===== src/rtl/uule_pkg.sv =====
// Shared types and constants for the uuencode line encoder.
`default_nettype none
package uule_pkg;

	// Characters per encoded line body, and the byte count that closes a line
	localparam int LINE_CHARS = 60;
	localparam int STORE_DEPTH = 45;
	localparam int LINE_BYTES_RAW = (LINE_CHARS / 4) * 3;
	localparam int LINE_BYTES = (LINE_BYTES_RAW < 3) ? 3 :
		((LINE_BYTES_RAW > STORE_DEPTH) ? STORE_DEPTH : LINE_BYTES_RAW);

	// Byte index within a line, and store address (line buffer select plus index)
	localparam int CNT_W = 6;
	localparam int ADDR_W = CNT_W + 1;
	localparam logic [CNT_W-1:0] LINE_LEN = CNT_W'(LINE_BYTES);

	// Output character codes
	localparam logic [6:0] CH_SPACE = 7'd32;
	localparam logic [6:0] CH_NEWLINE = 7'd10;
	localparam logic [6:0] CH_BACKTICK = 7'd96;

	// One closed line waiting to be encoded
	typedef struct packed {
		logic bank;
		logic [CNT_W-1:0] count;
		logic last;
	} job_t;

	// Line store write port
	typedef struct packed {
		logic en;
		logic [ADDR_W-1:0] addr;
		logic [7:0] data;
	} wr_t;

	// Line buffer handed back by the encoder
	typedef struct packed {
		logic valid;
		logic bank;
	} rel_t;

endpackage
`default_nettype wire


===== src/rtl/uule_store.sv =====
// Double line store: two line buffers in one memory, one write and one read port.
`default_nettype none
module uule_store import uule_pkg::*; (
	input wire logic clk,
	input wire wr_t wr,
	input wire logic rd_en,
	input wire logic [ADDR_W-1:0] rd_addr,
	output logic [7:0] rd_data
);

	logic [7:0] mem [2**ADDR_W];

	// Write a stored byte
	always_ff @(posedge clk) begin
		if (wr.en) begin
			mem[wr.addr] <= wr.data;
		end
	end

	// Register read data
	always_ff @(posedge clk) begin
		if (rd_en) begin
			rd_data <= mem[rd_addr];
		end
	end

endmodule
`default_nettype wire


===== src/rtl/uule_front.sv =====
// Front end: accepts bytes, fills the current line buffer and closes lines.
`default_nettype none
module uule_front import uule_pkg::*; (
	input wire logic clk,
	input wire logic arst_n,
	input wire logic in_valid,
	output logic in_stall,
	input wire logic [7:0] data_byte,
	input wire logic final_byte,
	output wr_t wr,
	output logic push,
	output job_t push_job,
	input wire rel_t rel
);

	logic [1:0] busy_q;
	logic bank_q;
	logic [CNT_W-1:0] count_q;
	logic accept;
	logic [CNT_W-1:0] cnt_next;
	logic close;

	// Stall while the buffer being filled still waits for the encoder
	assign in_stall = busy_q[bank_q];
	assign accept = in_valid && !busy_q[bank_q];
	assign cnt_next = count_q + CNT_W'(1);
	assign close = (cnt_next == LINE_LEN) || final_byte;

	assign wr.en = accept;
	assign wr.addr = {bank_q, count_q};
	assign wr.data = data_byte;

	assign push = accept && close;
	assign push_job.bank = bank_q;
	assign push_job.count = cnt_next;
	assign push_job.last = final_byte;

	// Advance fill position; swap buffers on a closed line
	always_ff @(posedge clk or negedge arst_n) begin
		if (!arst_n) begin
			bank_q <= 1'b0;
			count_q <= '0;
		end else if (accept) begin
			if (close) begin
				bank_q <= !bank_q;
				count_q <= '0;
			end else begin
				count_q <= cnt_next;
			end
		end
	end

	// Mark buffers busy on close, free them on release
	always_ff @(posedge clk or negedge arst_n) begin
		if (!arst_n) begin
			busy_q <= '0;
		end else begin
			for (int b = 0; b < 2; b++) begin
				if (push && (bank_q == 1'(b))) begin
					busy_q[b] <= 1'b1;
				end else if (rel.valid && (rel.bank == 1'(b))) begin
					busy_q[b] <= 1'b0;
				end
			end
		end
	end

endmodule
`default_nettype wire


===== src/rtl/uule_jobq.sv =====
// Two-entry queue of closed lines between front end and encoder.
`default_nettype none
module uule_jobq import uule_pkg::*; (
	input wire logic clk,
	input wire logic arst_n,
	input wire logic push,
	input wire job_t push_job,
	input wire logic pop,
	output job_t head,
	output logic empty,
	output logic full
);

	job_t slot_q [2];
	logic wr_ptr_q;
	logic rd_ptr_q;
	logic [1:0] fill_q;

	assign head = slot_q[rd_ptr_q];
	assign empty = (fill_q == 2'd0);
	assign full = (fill_q == 2'd2);

	// Store a pushed beat
	always_ff @(posedge clk) begin
		if (push && !full) begin
			slot_q[wr_ptr_q] <= push_job;
		end
	end

	// Advance pointers and fill level
	always_ff @(posedge clk or negedge arst_n) begin
		if (!arst_n) begin
			wr_ptr_q <= 1'b0;
			rd_ptr_q <= 1'b0;
			fill_q <= 2'd0;
		end else begin
			if (push && !full) begin
				wr_ptr_q <= !wr_ptr_q;
			end
			if (pop && !empty) begin
				rd_ptr_q <= !rd_ptr_q;
			end
			case ({push && !full, pop && !empty})
				2'b10: fill_q <= fill_q + 2'd1;
				2'b01: fill_q <= fill_q - 2'd1;
				default: fill_q <= fill_q;
			endcase
		end
	end

endmodule
`default_nettype wire


===== src/rtl/uule_back.sv =====
// Encoder back end: fetches byte groups from the store and emits line characters.
`default_nettype none
module uule_back import uule_pkg::*; (
	input wire logic clk,
	input wire logic arst_n,
	input wire logic job_avail,
	input wire job_t head,
	output logic pop,
	output logic rd_en,
	output logic [ADDR_W-1:0] rd_addr,
	input wire logic [7:0] rd_data,
	output rel_t rel,
	output logic out_valid,
	input wire logic out_stall,
	output logic [6:0] out_char,
	output logic run_end
);

	localparam logic [2:0] B_IDLE = 3'd0;
	localparam logic [2:0] B_LEN = 3'd1;
	localparam logic [2:0] B_DATA = 3'd2;
	localparam logic [2:0] B_NL = 3'd3;
	localparam logic [2:0] B_TICK = 3'd4;
	localparam logic [2:0] B_NL2 = 3'd5;

	logic [2:0] state_q;
	job_t job_q;

	// Fetch side
	logic [CNT_W-1:0] fetch_idx_q;
	logic [1:0] fetch_slot_q;
	logic pend_s1;
	logic [1:0] pend_slot_s1;
	logic pend_pad_s1;
	logic [23:0] nbuf_q;
	logic nbuf_full_q;
	logic more_fetch;
	logic [7:0] arr_byte;

	// Emit side
	logic [23:0] grp_q;
	logic grp_valid_q;
	logic [1:0] char_idx_q;
	logic [CNT_W-1:0] emit_base_q;
	logic last_grp;
	logic take;
	logic [5:0] sext;

	// Output register
	logic out_valid_q;
	logic [6:0] out_char_q;
	logic run_end_q;
	logic out_free;
	logic emit_req;
	logic fire;
	logic [6:0] emit_char;
	logic emit_end;

	assign out_valid = out_valid_q;
	assign out_char = out_char_q;
	assign run_end = run_end_q;
	assign out_free = !out_valid_q || !out_stall;

	assign pop = (state_q == B_IDLE) && job_avail;

	// Issue a read while the group buffer has room
	assign more_fetch = (fetch_idx_q < job_q.count) || (fetch_slot_q != 2'd0);
	assign rd_en = (state_q != B_IDLE) && more_fetch && !nbuf_full_q
		&& !(pend_s1 && (pend_slot_s1 == 2'd2));
	assign rd_addr = {job_q.bank, fetch_idx_q};
	assign arr_byte = pend_pad_s1 ? 8'd0 : rd_data;

	assign take = (state_q != B_IDLE) && !grp_valid_q && nbuf_full_q;
	assign last_grp = ({1'b0, emit_base_q} + 7'd3) >= {1'b0, job_q.count};

	// Pick the six-bit field of the current group
	always_comb begin
		case (char_idx_q)
			2'd0: sext = grp_q[23:18];
			2'd1: sext = grp_q[17:12];
			2'd2: sext = grp_q[11:6];
			default: sext = grp_q[5:0];
		endcase
	end

	// Select the next character
	always_comb begin
		emit_req = 1'b0;
		emit_char = CH_NEWLINE;
		emit_end = 1'b0;
		case (state_q)
			B_LEN: begin
				emit_req = 1'b1;
				emit_char = CH_SPACE + {1'b0, job_q.count};
			end
			B_DATA: begin
				emit_req = grp_valid_q;
				emit_char = CH_SPACE + {1'b0, sext};
			end
			B_NL: begin
				emit_req = 1'b1;
				emit_char = CH_NEWLINE;
				emit_end = !job_q.last;
			end
			B_TICK: begin
				emit_req = 1'b1;
				emit_char = CH_BACKTICK;
			end
			B_NL2: begin
				emit_req = 1'b1;
				emit_char = CH_NEWLINE;
				emit_end = 1'b1;
			end
			default: begin
				emit_req = 1'b0;
			end
		endcase
	end

	assign fire = emit_req && out_free;

	// Hand the line buffer back after its last character
	assign rel.valid = fire && (((state_q == B_NL) && !job_q.last) || (state_q == B_NL2));
	assign rel.bank = job_q.bank;

	// Sequence one line
	always_ff @(posedge clk or negedge arst_n) begin
		if (!arst_n) begin
			state_q <= B_IDLE;
			grp_valid_q <= 1'b0;
			char_idx_q <= 2'd0;
			emit_base_q <= '0;
		end else begin
			case (state_q)
				B_IDLE: begin
					if (job_avail) begin
						state_q <= B_LEN;
						char_idx_q <= 2'd0;
						emit_base_q <= '0;
					end
				end
				B_LEN: begin
					if (fire) begin
						state_q <= B_DATA;
					end
				end
				B_DATA: begin
					if (fire) begin
						char_idx_q <= char_idx_q + 2'd1;
						if (char_idx_q == 2'd3) begin
							if (last_grp) begin
								state_q <= B_NL;
							end else begin
								emit_base_q <= emit_base_q + CNT_W'(3);
							end
						end
					end
				end
				B_NL: begin
					if (fire) begin
						state_q <= job_q.last ? B_TICK : B_IDLE;
					end
				end
				B_TICK: begin
					if (fire) begin
						state_q <= B_NL2;
					end
				end
				B_NL2: begin
					if (fire) begin
						state_q <= B_IDLE;
					end
				end
				default: begin
					state_q <= B_IDLE;
				end
			endcase
			// Hold or drop the current group
			if (take) begin
				grp_valid_q <= 1'b1;
			end else if (fire && (state_q == B_DATA) && (char_idx_q == 2'd3)) begin
				grp_valid_q <= 1'b0;
			end
		end
	end

	// Load the job and the group payload
	always_ff @(posedge clk) begin
		if (pop) begin
			job_q <= head;
		end
		if (take) begin
			grp_q <= nbuf_q;
		end
	end

	// Track reads in flight and fill the group buffer
	always_ff @(posedge clk or negedge arst_n) begin
		if (!arst_n) begin
			fetch_idx_q <= '0;
			fetch_slot_q <= 2'd0;
			pend_s1 <= 1'b0;
			nbuf_full_q <= 1'b0;
		end else begin
			pend_s1 <= rd_en;
			if (pop) begin
				fetch_idx_q <= '0;
				fetch_slot_q <= 2'd0;
			end else if (rd_en) begin
				fetch_idx_q <= fetch_idx_q + CNT_W'(1);
				fetch_slot_q <= (fetch_slot_q == 2'd2) ? 2'd0 : fetch_slot_q + 2'd1;
			end
			if (take) begin
				nbuf_full_q <= 1'b0;
			end else if (pend_s1 && (pend_slot_s1 == 2'd2)) begin
				nbuf_full_q <= 1'b1;
			end
		end
	end

	// Place arriving bytes, most significant first
	always_ff @(posedge clk) begin
		pend_slot_s1 <= fetch_slot_q;
		pend_pad_s1 <= (fetch_idx_q >= job_q.count);
		if (pend_s1) begin
			case (pend_slot_s1)
				2'd0: nbuf_q[23:16] <= arr_byte;
				2'd1: nbuf_q[15:8] <= arr_byte;
				default: nbuf_q[7:0] <= arr_byte;
			endcase
		end
	end

	// Output register: advance when the beat is taken or the register is empty
	always_ff @(posedge clk or negedge arst_n) begin
		if (!arst_n) begin
			out_valid_q <= 1'b0;
		end else if (out_free) begin
			out_valid_q <= emit_req;
		end
	end

	always_ff @(posedge clk) begin
		if (fire) begin
			out_char_q <= emit_char;
			run_end_q <= emit_end;
		end
	end

endmodule
`default_nettype wire


===== src/rtl/uuencode_line_encoder.sv =====
// Path: the closing byte is queued, the encoder leaves idle, then the first character
// is registered. Throughput: bytes enter one per cycle while a line buffer is free;
// the encoder emits four characters per three-byte group, a length and a newline per
// line (a backtick and a newline more for the trailer); a full line holds 45 bytes;
// two line buffers let the next line fill while the current one is encoded.
// Reset: asynchronous, clears byte count, buffer ownership, queue and output valid.
`default_nettype none
module uuencode_line_encoder import uule_pkg::*; (
	input wire logic clk,
	input wire logic arst_n,
	input wire logic in_valid,
	output logic in_stall,
	input wire logic [7:0] data_byte,
	input wire logic final_byte,
	output logic out_valid,
	input wire logic out_stall,
	output logic [6:0] out_char,
	output logic run_end
);

	wr_t wr;
	logic push;
	job_t push_job;
	rel_t rel;
	job_t head;
	logic q_empty;
	logic q_full;
	logic pop;
	logic rd_en;
	logic [ADDR_W-1:0] rd_addr;
	logic [7:0] rd_data;

	uule_front u_front (
		.clk(clk),
		.arst_n(arst_n),
		.in_valid(in_valid),
		.in_stall(in_stall),
		.data_byte(data_byte),
		.final_byte(final_byte),
		.wr(wr),
		.push(push),
		.push_job(push_job),
		.rel(rel)
	);

	uule_store u_store (
		.clk(clk),
		.wr(wr),
		.rd_en(rd_en),
		.rd_addr(rd_addr),
		.rd_data(rd_data)
	);

	uule_jobq u_jobq (
		.clk(clk),
		.arst_n(arst_n),
		.push(push),
		.push_job(push_job),
		.pop(pop),
		.head(head),
		.empty(q_empty),
		.full(q_full)
	);

	uule_back u_back (
		.clk(clk),
		.arst_n(arst_n),
		.job_avail(!q_empty),
		.head(head),
		.pop(pop),
		.rd_en(rd_en),
		.rd_addr(rd_addr),
		.rd_data(rd_data),
		.rel(rel),
		.out_valid(out_valid),
		.out_stall(out_stall),
		.out_char(out_char),
		.run_end(run_end)
	);

`ifndef ASSERT_OFF
	// Buffer ownership keeps the line queue from overflowing
	a_no_overflow: assert property (@(posedge clk) disable iff (!arst_n)
		!(push && q_full))
		else $error("line queue overflow");

	// Every character is printable uuencode or a newline
	a_char_range: assert property (@(posedge clk) disable iff (!arst_n)
		out_valid |-> ((out_char == CH_NEWLINE) ||
			((out_char >= CH_SPACE) && (out_char <= CH_BACKTICK))))
		else $error("character out of range");

	// The last character of a run is always a newline
	a_end_newline: assert property (@(posedge clk) disable iff (!arst_n)
		(out_valid && run_end) |-> (out_char == CH_NEWLINE))
		else $error("run does not end in newline");

	// A backtick is followed by the trailing newline
	a_tick_then_nl: assert property (@(posedge clk) disable iff (!arst_n)
		(out_valid && !out_stall && (out_char == CH_BACKTICK)) |=>
			(!out_valid || ((out_char == CH_NEWLINE) && run_end)))
		else $error("backtick not followed by final newline");
`endif

endmodule
`default_nettype wire


===== config.mk =====
export PLATFORM = sky130hd
export DESIGN_NAME = uuencode_line_encoder
export DESIGN_NICKNAME = d
export VERILOG_FILES = /design/src/rtl/uule_pkg.sv /design/src/rtl/uule_store.sv /design/src/rtl/uule_front.sv /design/src/rtl/uule_jobq.sv /design/src/rtl/uule_back.sv /design/src/rtl/uuencode_line_encoder.sv
export SDC_FILE = /design/constraint.sdc
export NUM_CORES = 1
export LEC_CHECK = 0
export BUFFER_PORTS_ARGS = -buffer_cell sky130_fd_sc_hd__buf_4
export CAP_MARGIN = 20
export CORE_UTILIZATION = 47
export CTS_CLUSTER_DIAMETER = 80
export CTS_CLUSTER_SIZE = 16
export DETAILED_ROUTE_END_ITERATION = 10
export GPL_TIMING_DRIVEN = 0
export PLACE_DENSITY_LB_ADDON = 0.1
export SYNTH_ARGS = -nofsm -noshare
export SYNTH_HDL_FRONTEND = slang
export SYNTH_SLANG_ARGS = --single-unit

===== constraint.sdc =====
create_clock -name clk -period 6.5 [get_ports clk]
set_input_delay 0.325 -clock clk [delete_from_list [all_inputs] [get_ports clk]]
set_output_delay 0.325 -clock clk [all_outputs]
set_load 0.01 [all_outputs]

==> flow_summary_export.csv, run 1 <==
group,metric,value,unit
cts,htree_levels,3,
worst_setup_path,end_kind,"register",
synth,yosys.area_share.simple,5.228,%
global_routing,grt_first_pass_wirelength,166400,um
finish,fin_nets,2682,
drt,vias,23500,
floorplanning,ios,23,
cts,cts_buffer_depth,3,
sta,fin_crit_sh,58.09,%
power_and_ir_drop,p_per_area,372.8,nW/um^2
synth,synth_top_family_by_area,"multiplexers",
floorplanning,die_w,313.5,um
worst_setup_path,crit_path_start_kind,"register",
placed_design,io_buffers,22,
synth,synth_top_area_cell,"edfxtp_1",
drt,avgViaCountPerCell,5.975,
sta,setup_viol,0,
sta,hold_viol,0,
synth,synth_compound_area_share,3.002,%
floorplanning,die_area,98250,um^2
power_and_ir_drop,p_sw_share,31.02,%
sta,setup_tns,0,ns
sta,worst_pin_slew,1.133,ns
power_and_ir_drop,combPwrFrac,28.1,%
floorplanning,rows,113,
power_and_ir_drop,intPower,12.84,mW
global_routing,track_usage,24.05,%
sta,fmax,264.8,MHz
drt,ant_nets,0,
global_routing,first_global_vias,23160,
cts,clock_latency,0.65,ns
cts,cts_tree,"built",
hold_path,hp-class,"input pin to register",
placed_design,gp_congestion,0.9522,
synth,synth_fp_nets,2554,
drt,drt_pass1_iterations,6,
cts,cts.clk_slew.worst_paths,0.07,ns
global_routing,grt_max_degree,113,
flow_run,maxCapViolCount,0,
drt,post_drt_wl_per_cell,29.93,um
finish,area_growth,9.521,%
worst_setup_path,crit_type,"register to register",
drt,drc,0,
power_and_ir_drop,peakVddDrop,0.2059,mV
synth,synthFlopType,"edfxtp_1",
synth,synth_edf_count,1112,
synth,ys_top_cells_by_area,"edfxtp_1 (73%), mux2i_1 (6.8%), mux4_2 (6.6%)",
synth,ys_ff_latch,1151,
cts,cts.sinks,1151,
cts,clock-root-buffer,"clkbuf_16",
floorplanning,core_area,95580,um^2
cts,cts_resized,0,
sta,final_max_slew_viol_count,0,
finish,diodes,0,
synth,netlist_instances,2520,
power_and_ir_drop,leakage,16.06,nW
global_routing,antenna_found_initial,2,
finish,layout_commonest_cell,"edfxtp_1",
cts,cts_buffers,82,
finish,fillCellCount,7681,
sta,rsz0062_at_grt,"false",
outcome,status,"complete, no violations",
synth,ys_warn_count,0,
floorplanning,initial_core_util,47.70,%
finish,drive_gt1_share,13.61,%
synth,syn_avg_cell_area,18.09,um^2
sta,period_needed,3.776,ns
power_and_ir_drop,clkPwrFrac,25.4,%
finish,multi_input_area,10340,um^2
synth,ys_async_sr_fraction,3.128,%
global_routing,gr-total-overflow,0,
placed_design,dp_hpwl,79280,um
finish,seqCellArea,34350,um^2
synth,synth-xor-area-share,0.2690,%
worst_setup_path,arrival,4.07,ns
synth,synthAdderAreaFrac,0.5763,%
synth,yosys.area.top_type_share,73.24,%
floorplanning,dieHeight,313.5,um
power_and_ir_drop,pwr-share-seq,46.5,%
power_and_ir_drop,switchingPower,5.773,mW
synth,syn-cell-area,45590,um^2
worst_setup_path,cp_max_fo,10,
synth,synth.area.mux_share,13.60,%
drt,drtIter0Drc,2855,
worst_setup_path,critPathRequiredTime,6.79,ns
finish,final_cell_mix,"edfxtp_1 (1112), mux2i_1 (308), nor2_1 (239), mux4_2 (134), nand2_1 (91)",
sta,relSlewSlack,24.18,%
placed_design,place_inst,3821,
drt,detail_route.wirelength,117700,um
sta,skew,0.02314,ns
finish,instances_no_fill,3933,
synth,yosysSeqAreaShare,75.35,%
synth,synthDistinctLibCells,58,
what timing repair did:
action | in CTS | in global routing
hold endpoints to repair | 56 | 0
setup buffers | 0 | 0
hold buffers | 4 | 0
metrics by stage:
stage	hold slack [ns]	power, mW	utilization (%)	worst slack, ns	area (um^2)
after CTS	0.01979	18.70	52.20	2.785	49890
after global placement	0.3257	13.97	49.53	2.757	47340
final	0.05552	18.61	52.24	2.724	49930
after floorplan	0.02941	12.07	-	3.568	45590
after global routing	0.07133	19.22	52.24	2.653	49930
after detailed placement	0.3331	14.06	49.85	2.800	47650
cell families (layout without fill, tap and decap cells):
family                   Yosys count  count (layout)
AO/OA/AOI/OAI                    223             223
XOR/XNOR                          14              14
adder cells (fa/ha/maj)           21              21
buffers and inverters            154             302
flip-flops                      1151            1151
multiplexers                     451             451
AND/OR/NAND/NOR                  506             506
Yosys cell counts (all sizes together), types with 9 or more instances:
cell and count:
a21oi 25, buf 77, clkbuf 52, dfrtp 36
edfxtp 1112, ha 21, inv 25, mux2 9
mux2i 308, mux4 134, nand2 91, nand2b 12
nand3 40, nand4 28, nor2 239, nor2b 18
nor3 35, nor4 28, o21ai 87, o22ai 62
xnor2 11
registers in the layout (all words and copies together) (netlist names), 3 cells and up:
name	count
u_back.emit_base_q	6
u_back.fetch_idx_q	6
u_back.grp_q	24
u_back.job_q	7
u_back.nbuf_q	24
u_back.out_char	7
u_back.state_q	3
u_front.count_q	6
u_jobq.slot_q	16
u_store.mem	1024
u_store.rd_data	8
power groups by stage:
stage,sequential [mW],combinational [mW],clock (mW)
final,8.65,5.24,4.72
after global routing,8.68,5.51,5.03
after CTS,8.65,5.26,4.79
after detailed placement,8.82,5.24,0
after global placement,8.82,5.16,0
after floorplan,8.78,3.30,0
routing by layer:
metal	wire, um	track usage (%)
met1	49720	34.21
met2	55630	38.57
met3	9202	4.169
met4	3150	6.430
met5	0	0
worst max-delay path, cell delays in order (launching register included):
cell	delay (ns)
dfrtp_1	0.50
buf_2	0.27
nand3b_1	0.11
buf_2	0.33
buf_2	0.37
o22ai_1	0.12
nor4_1	0.86
o21ai_1	0.17
nand4_1	0.32
nand4_1	0.35
path summary, 6_finish.rpt:
| check | from | endpoint | slack, ns | depth (start not counted) |
|---|---|---|---|---|
| setup / recovery | u_back.fetch_idx_q[3] | u_store.rd_data[0] | 2.72 | 9 |
| hold / removal | in_valid | u_front.count_q[3] | 0.06 | 4 |
| setup reg to reg | u_back.fetch_idx_q[3] | u_store.rd_data[0] | 2.72 | 9 |
| hold reg to reg | u_back.fetch_slot_q[1] | u_back.pend_slot_s1[1] | 0.41 | 0 |
| max in group asynchronous | arst_n | u_jobq.fill_q[0] | 5.96 | 2 |
| min in group asynchronous | arst_n | u_front.busy_q[0] | 0.17 | 2 |
final cells by class:
cell class / instances / area share [%]
multi-input cells: 1215 / 20.72
repair buffers: 44 / 1.090
inverters: 25 / 0.1879
flip-flops and latches: 1151 / 68.80
clock inverters: 4 / 0.09021
plain buffers: 129 / 1.611
well taps: 1265 / 3.170
clock buffers: 100 / 4.330
No activity file was read; power rests on OpenSTA's default activity.
==> run 2: changes to the inputs <==
clock period = 3.8 ns   (was 6.5 ns; I/O delays follow)
==> run 2 against run 1 <==
Net effect: non-clock buffer count rose by 2; largest power group unchanged; critical endpoint is now u_store.rd_data[3]; highest routed layer unchanged; clock skew barely moved; sequential share of layout area barely moved; critical path type unchanged; sequential cell count did not move; largest cell class unchanged; core utilization barely moved; register-to-register slack got worse by 2.7 ns.
==> flow_summary_export.csv, run 2 (synthesis results as in run 1) <==
group,metric,value,unit
drt,drtIter0Drc,2975,
finish,drive_gt1_share,13.75,%
floorplanning,rows,113,
sta,setup_tns,0,ns
cts,clock_latency,0.66,ns
sta,worst_pin_slew,1.129,ns
placed_design,gp_congestion,0.9522,
sta,period_needed,3.753,ns
cts,cts.clk_slew.worst_paths,0.07,ns
worst_setup_path,cp_max_fo,10,
power_and_ir_drop,total_power,31.84,mW
worst_setup_path,crit_path_start_kind,"register",
finish,largest_reg_flops,1024,
cts,cts_tree,"built",
cts,cts.sinks,1151,
finish,layout_commonest_cell,"edfxtp_1",
flow_run,maxCapViolCount,0,
sta,skew,0.02360,ns
sta,fmax,266.4,MHz
drt,detail_route.wirelength,117500,um
sta,setup_viol,0,
global_routing,track_usage,24.05,%
global_routing,gr-total-overflow,0,
floorplanning,dieHeight,313.5,um
sta,rsz0062_at_grt,"false",
floorplanning,die_w,313.5,um
power_and_ir_drop,switchingPower,9.868,mW
drt,avgViaCountPerCell,5.984,
floorplanning,core_area,95580,um^2
finish,final_cell_mix,"edfxtp_1 (1112), mux2i_1 (308), nor2_1 (239), mux4_2 (134), nand2_1 (91)",
power_and_ir_drop,p_sw_share,31.00,%
drt,drc,0,
global_routing,first_global_vias,23180,
power_and_ir_drop,clkPwrFrac,25.3,%
finish,multi_input_area,10360,um^2
cts,cts_buffer_depth,3,
floorplanning,initial_core_util,47.70,%
global_routing,antenna_found_initial,2,
power_and_ir_drop,combPwrFrac,28.2,%
hold_path,hp-class,"input pin to async pin",
worst_setup_path,critPathRequiredTime,4.07,ns
power_and_ir_drop,p_per_area,637.2,nW/um^2
finish,largest_register,"u_store.mem",
worst_setup_path,crit_type,"register to register",
outcome,status,"complete, no violations",
sta,final_max_slew_viol_count,0,
finish,seqCellArea,34350,um^2
worst_setup_path,end_kind,"register",
sta,hold_viol,0,
cts,cts_buffers,82,
finish,diodes,0,
sta,relSlewSlack,24.43,%
placed_design,dp_hpwl,79280,um
placed_design,io_buffers,22,
global_routing,grt_first_pass_wirelength,166500,um
finish,fin_nets,2684,
finish,area_growth,9.597,%
finish,reg_top3,"u_store.mem (1024), u_back.grp_q (24), u_back.nbuf_q (24)",
power_and_ir_drop,pwr-share-seq,46.5,%
cts,htree_levels,3,
drt,post_drt_wl_per_cell,29.85,um
finish,fillCellCount,7676,
drt,vias,23550,
floorplanning,ios,23,
power_and_ir_drop,peakVddDrop,0.3513,mV
power_and_ir_drop,intPower,21.97,mW
power_and_ir_drop,leakage,16.08,nW
worst_setup_path,arrival,4.02,ns
global_routing,grt_max_degree,113,
drt,drt_pass1_iterations,5,
floorplanning,die_area,98250,um^2
drt,ant_nets,0,
sta,fin_crit_sh,98.77,%
cts,clock-root-buffer,"clkbuf_16",
run 2: path summary, 6_finish.rpt:
| kind | startpoint | to | slack (ns) | cells after the start |
|---|---|---|---|---|
| max in group asynchronous | arst_n | u_jobq.fill_q[0] | 3.39 | 2 |
| setup reg to reg | u_back.fetch_idx_q[3] | u_store.rd_data[3] | 0.05 | 9 |
| hold reg to reg | u_back.fetch_slot_q[1] | u_back.pend_slot_s1[1] | 0.41 | 0 |
| hold / removal | arst_n | u_front.busy_q[0] | 0.03 | 2 |
| setup / recovery | u_back.fetch_idx_q[3] | u_store.rd_data[3] | 0.05 | 9 |
| min in group clk | data_byte[7] | u_store.mem[85][7] | 0.04 | 1 |
run 2: cell type report:
| class | instances | share of cell area, % |
|---|---|---|
| inverter | 25 | 0.1878 |
| tap | 1265 | 3.168 |
| clock inverter | 4 | 0.09015 |
| multi-input combinational | 1215 | 20.73 |
| buffer | 129 | 1.615 |
| sequential | 1151 | 68.75 |
| timing repair buffer | 46 | 1.129 |
| clock buffer | 100 | 4.327 |
run 2: timing repair:
item	in CTS	in global routing
buffers inserted	0	0
endpoints found under the hold margin	97	0
setup endpoints to repair	0	3
hold buffers	6	0
gates resized for setup	0	6
run 2: critical path, stage by stage, from the launching register on:
cell and delay, ns:
dfrtp_1 0.50, buf_2 0.27, nand3b_1 0.11, buf_2 0.32
buf_2 0.36, o22ai_1 0.15, nor4_1 0.79, o21ai_1 0.16
nand4_1 0.29, nand4_1 0.39
run 2: per-layer routing:
metal / track usage [%] / vias to the layer above / wire length (um) / part of all wire, %
met3: 4.169 / 166 / 8893 / 7.6
li1: - / 10170 / - / -
met2: 38.58 / 976 / 55560 / 47
met4: 6.430 / 0 / 3245 / 2.8
met1: 34.21 / 12240 / 49770 / 42
met5: 0 / - / 0 / 0
run 2: power groups by stage:
stage / sequential [mW] / clock, mW / combinational (mW)
after floorplan: 15.0 / 0 / 5.64
after global placement: 15.1 / 0 / 8.82
after detailed placement: 15.1 / 0 / 8.96
after CTS: 14.8 / 8.19 / 9.00
after global routing: 14.8 / 8.60 / 9.42
final: 14.8 / 8.06 / 8.97
run 2: through the flow:
step | worst slack [ns] | hold WS (ns) | std cells | instance area, um^2 | utilization (%)
2_1_floorplan | 0.8676 | -0.1056 | 2520 | 45590 | -
3_3_place_gp | 0.05707 | 0.1907 | 3807 | 47340 | 49.53
3_5_place_dp | 0.09954 | 0.1981 | 3821 | 47650 | 49.85
4_1_cts | 0.08475 | 0.03437 | 3931 | 49910 | 52.22
5_1_grt | 0.01497 | 0.06005 | 3935 | 49970 | 52.28
6_report | 0.04665 | 0.03434 | 3935 | 49970 | 52.28
==> run 3: changes to the inputs <==
==> constraint.sdc (replaced) <==
create_clock -name clk -period 3.8 [get_ports clk]
set_input_delay 0.57 -clock clk [delete_from_list [all_inputs] [get_ports clk]]
set_output_delay 0.57 -clock clk [all_outputs]
set_load 0.01 [all_outputs]
==> run 3 against run 2 <==
Net effect: register-to-register slack got worse by 0.04 ns; via count down 0.63%; highest routed layer unchanged; count of clock-buffer cells in the layout is the same; critical endpoint unchanged; setup slack worse by 0.040 ns; routed wire length barely moved; final cell count is 0.13% lower; global-route usage about the same; first-iteration DRC count increased by 1.7%; sequential share of layout area rose by 0.069 points; combinational power about the same; largest cell class unchanged; critical path depth stayed put.
==> flow_summary_export.csv, run 3 (synthesis results as in run 1) <==
group,metric,value,unit
worst_setup_path,worstReg2RegEnd,"u_store.rd_data[3]",
worst_setup_path,arrival,4.06,ns
global_routing,grt_first_pass_wirelength,166400,um
hold_path,min_path_cells,1,
floorplanning,die_w,313.5,um
drt,detail_route.wirelength,117600,um
cts,cts.clk_slew.worst_paths,0.07,ns
cts,clock_latency,0.65,ns
global_routing,antenna_found_initial,2,
cts,cts_setup_buffers,0,
worst_setup_path,end_kind,"register",
worst_setup_path,critPathRequiredTime,4.06,ns
sta,fin_ws,0.006215,ns
placed_design,io_buffers,22,
sta,relSlewSlack,23.54,%
worst_setup_path,r2r-start,"u_back.fetch_idx_q[3]",
sta,hold_viol,0,
worst_setup_path,cp.depth,9,
floorplanning,dieHeight,313.5,um
worst_setup_path,crit_type,"register to register",
finish,multi_input_area,10360,um^2
hold_path,hold_path_startpoint,"final_byte",
drt,drt_pass1_iterations,6,
worst_setup_path,critical_path.top_delay_family,"simple AND/OR/NAND/NOR gates",
finish,drive_gt1_share,13.77,%
global_routing,first_global_vias,23150,
placed_design,dpl-instance-area,47650,um^2
finish,largest_register,"u_store.mem",
floorplanning,ios,23,
worst_setup_path,cp_max_fo,10,
drt,post_drt_wl_per_cell,29.91,um
drt,drtIter0Drc,3026,
sta,fmax,263.6,MHz
sta,setup_viol,0,
cts,htree_levels,3,
finish,fillCellCount,7681,
finish,design_area,49920,um^2
power_and_ir_drop,p_per_area,637.8,nW/um^2
hold_path,whs_endpoint,"u_jobq.slot_q[1][0]",
sta,setup_tns,0,ns
cts,cts_buffer_depth,3,
sta,worst_pin_slew,1.143,ns
sta,rsz0062_at_grt,"false",
worst_setup_path,critPathSlowestCell,"nor4_1",
finish,reg_top3,"u_store.mem (1024), u_back.grp_q (24), u_back.nbuf_q (24)",
worst_setup_path,crit_chain,"buf_2 -> nand3b_1 -> buf_2 -> buf_2 -> o22ai_1 -> nor4_1 -> o21ai_1 -> nand4_1 -> nand4_1",
power_and_ir_drop,leakage,16.06,nW
cts,cts.sinks,1151,
sta,final_max_slew_viol_count,0,
worst_setup_path,path_common_cell,"buf_2",
global_routing,track_usage,24.05,%
finish,largest_reg_flops,1024,
hold_path,hp-class,"input pin to register",
finish,diodes,0,
floorplanning,initial_core_util,47.70,%
placed_design,gp_congestion,0.9522,
placed_design,pre_cts_slack,0.09954,ns
floorplanning,rows,113,
worst_setup_path,path_buf_inv,3,
floorplanning,core_area,95580,um^2
global_routing,grt_max_degree,113,
worst_setup_path,crit_path_start_kind,"register",
finish,final_cell_mix,"edfxtp_1 (1112), mux2i_1 (308), nor2_1 (239), mux4_2 (134), nand2_1 (91)",
floorplanning,die_area,98250,um^2
finish,area_growth,9.488,%
drt,vias,23400,
finish,seqCellArea,34350,um^2
cts,clock-root-buffer,"clkbuf_16",
worst_setup_path,critPathMaxStageDelay,0.81,ns
sta,fin_crit_sh,99.84,%
drt,avgViaCountPerCell,5.954,
outcome,status,"complete, no violations",
worst_setup_path,reg2reg_depth,9,
power_and_ir_drop,peakVddDrop,0.3512,mV
cts,cts_buffers,82,
placed_design,dp_hpwl,79280,um
flow_run,maxCapViolCount,0,
sta,period_needed,3.794,ns
global_routing,gr-total-overflow,0,
sta,whs,0.1542,ns
finish,fin_nets,2679,
finish,layout_commonest_cell,"edfxtp_1",
worst_setup_path,ff2ff_setup_slack,0.006,ns
cts,cts_tree,"built",
drt,ant_nets,0,
drt,drc,0,
sta,skew,0.01877,ns
==> run 3: metal layers <==
metal	share of wire, %	track usage (%)
met2	47	38.57
met3	7.7	4.169
met5	0	0
met4	2.8	6.430
met1	42	34.20
==> run 3: worst max path at each step <==
stage / startpoint / slack, ns / endpoint
finish: u_back.fetch_idx_q[3] / 0.006 / u_store.rd_data[3]
global route: u_back.fetch_idx_q[0] / 0.01 / u_store.rd_data[7]
CTS: u_front.bank_q / 0.08 / u_store.mem[37][7]
detailed placement: u_front.bank_q / 0.1 / u_store.mem[37][3]
global placement: u_front.bank_q / 0.06 / u_store.mem[48][5]
floorplan: u_back.state_q[2] / 0.87 / u_back.grp_q[0]
==> run 3: what timing repair did <==
| item | 4_1_cts | 5_1_grt |
|---|---|---|
| endpoints found under the hold margin | 36 | 0 |
| hold buffers | 1 | 0 |
| setup endpoints to repair | 0 | 3 |
| resized for setup | 0 | 6 |
==> run 3: layout make-up <==
type,instances,share of cell area (%)
multi-input combinational,1215,20.75
tap,1265,3.171
sequential,1151,68.82
inverter,25,0.1880
clock inverter,4,0.09024
timing repair buffer,41,1.030
buffer,129,1.617
clock buffer,100,4.331
==> run 3: worst register-to-register path, stage by stage (launching register included) <==
cell and delay [ns]:
dfrtp_1 0.50, buf_2 0.27, nand3b_1 0.12, buf_2 0.33, buf_2 0.37, o22ai_1 0.15
nor4_1 0.81, o21ai_1 0.16, nand4_1 0.30, nand4_1 0.40
==> run 3: power by group <==
group	internal [mW]	leakage, nW	switching (mW)
sequential	14.6	10.5	0.237
combinational	3.41	4.48	5.55
clock	3.99	1.08	4.08
total	22.0	16.1	9.87
==> run 3: metrics by stage <==
stage	cells	util, %	total power [mW]
2_1_floorplan	2520	-	20.65
3_3_place_gp	3807	49.53	23.90
3_5_place_dp	3821	49.85	24.05
4_1_cts	3926	52.17	31.99
5_1_grt	3930	52.23	32.87
6_report	3930	52.23	31.84
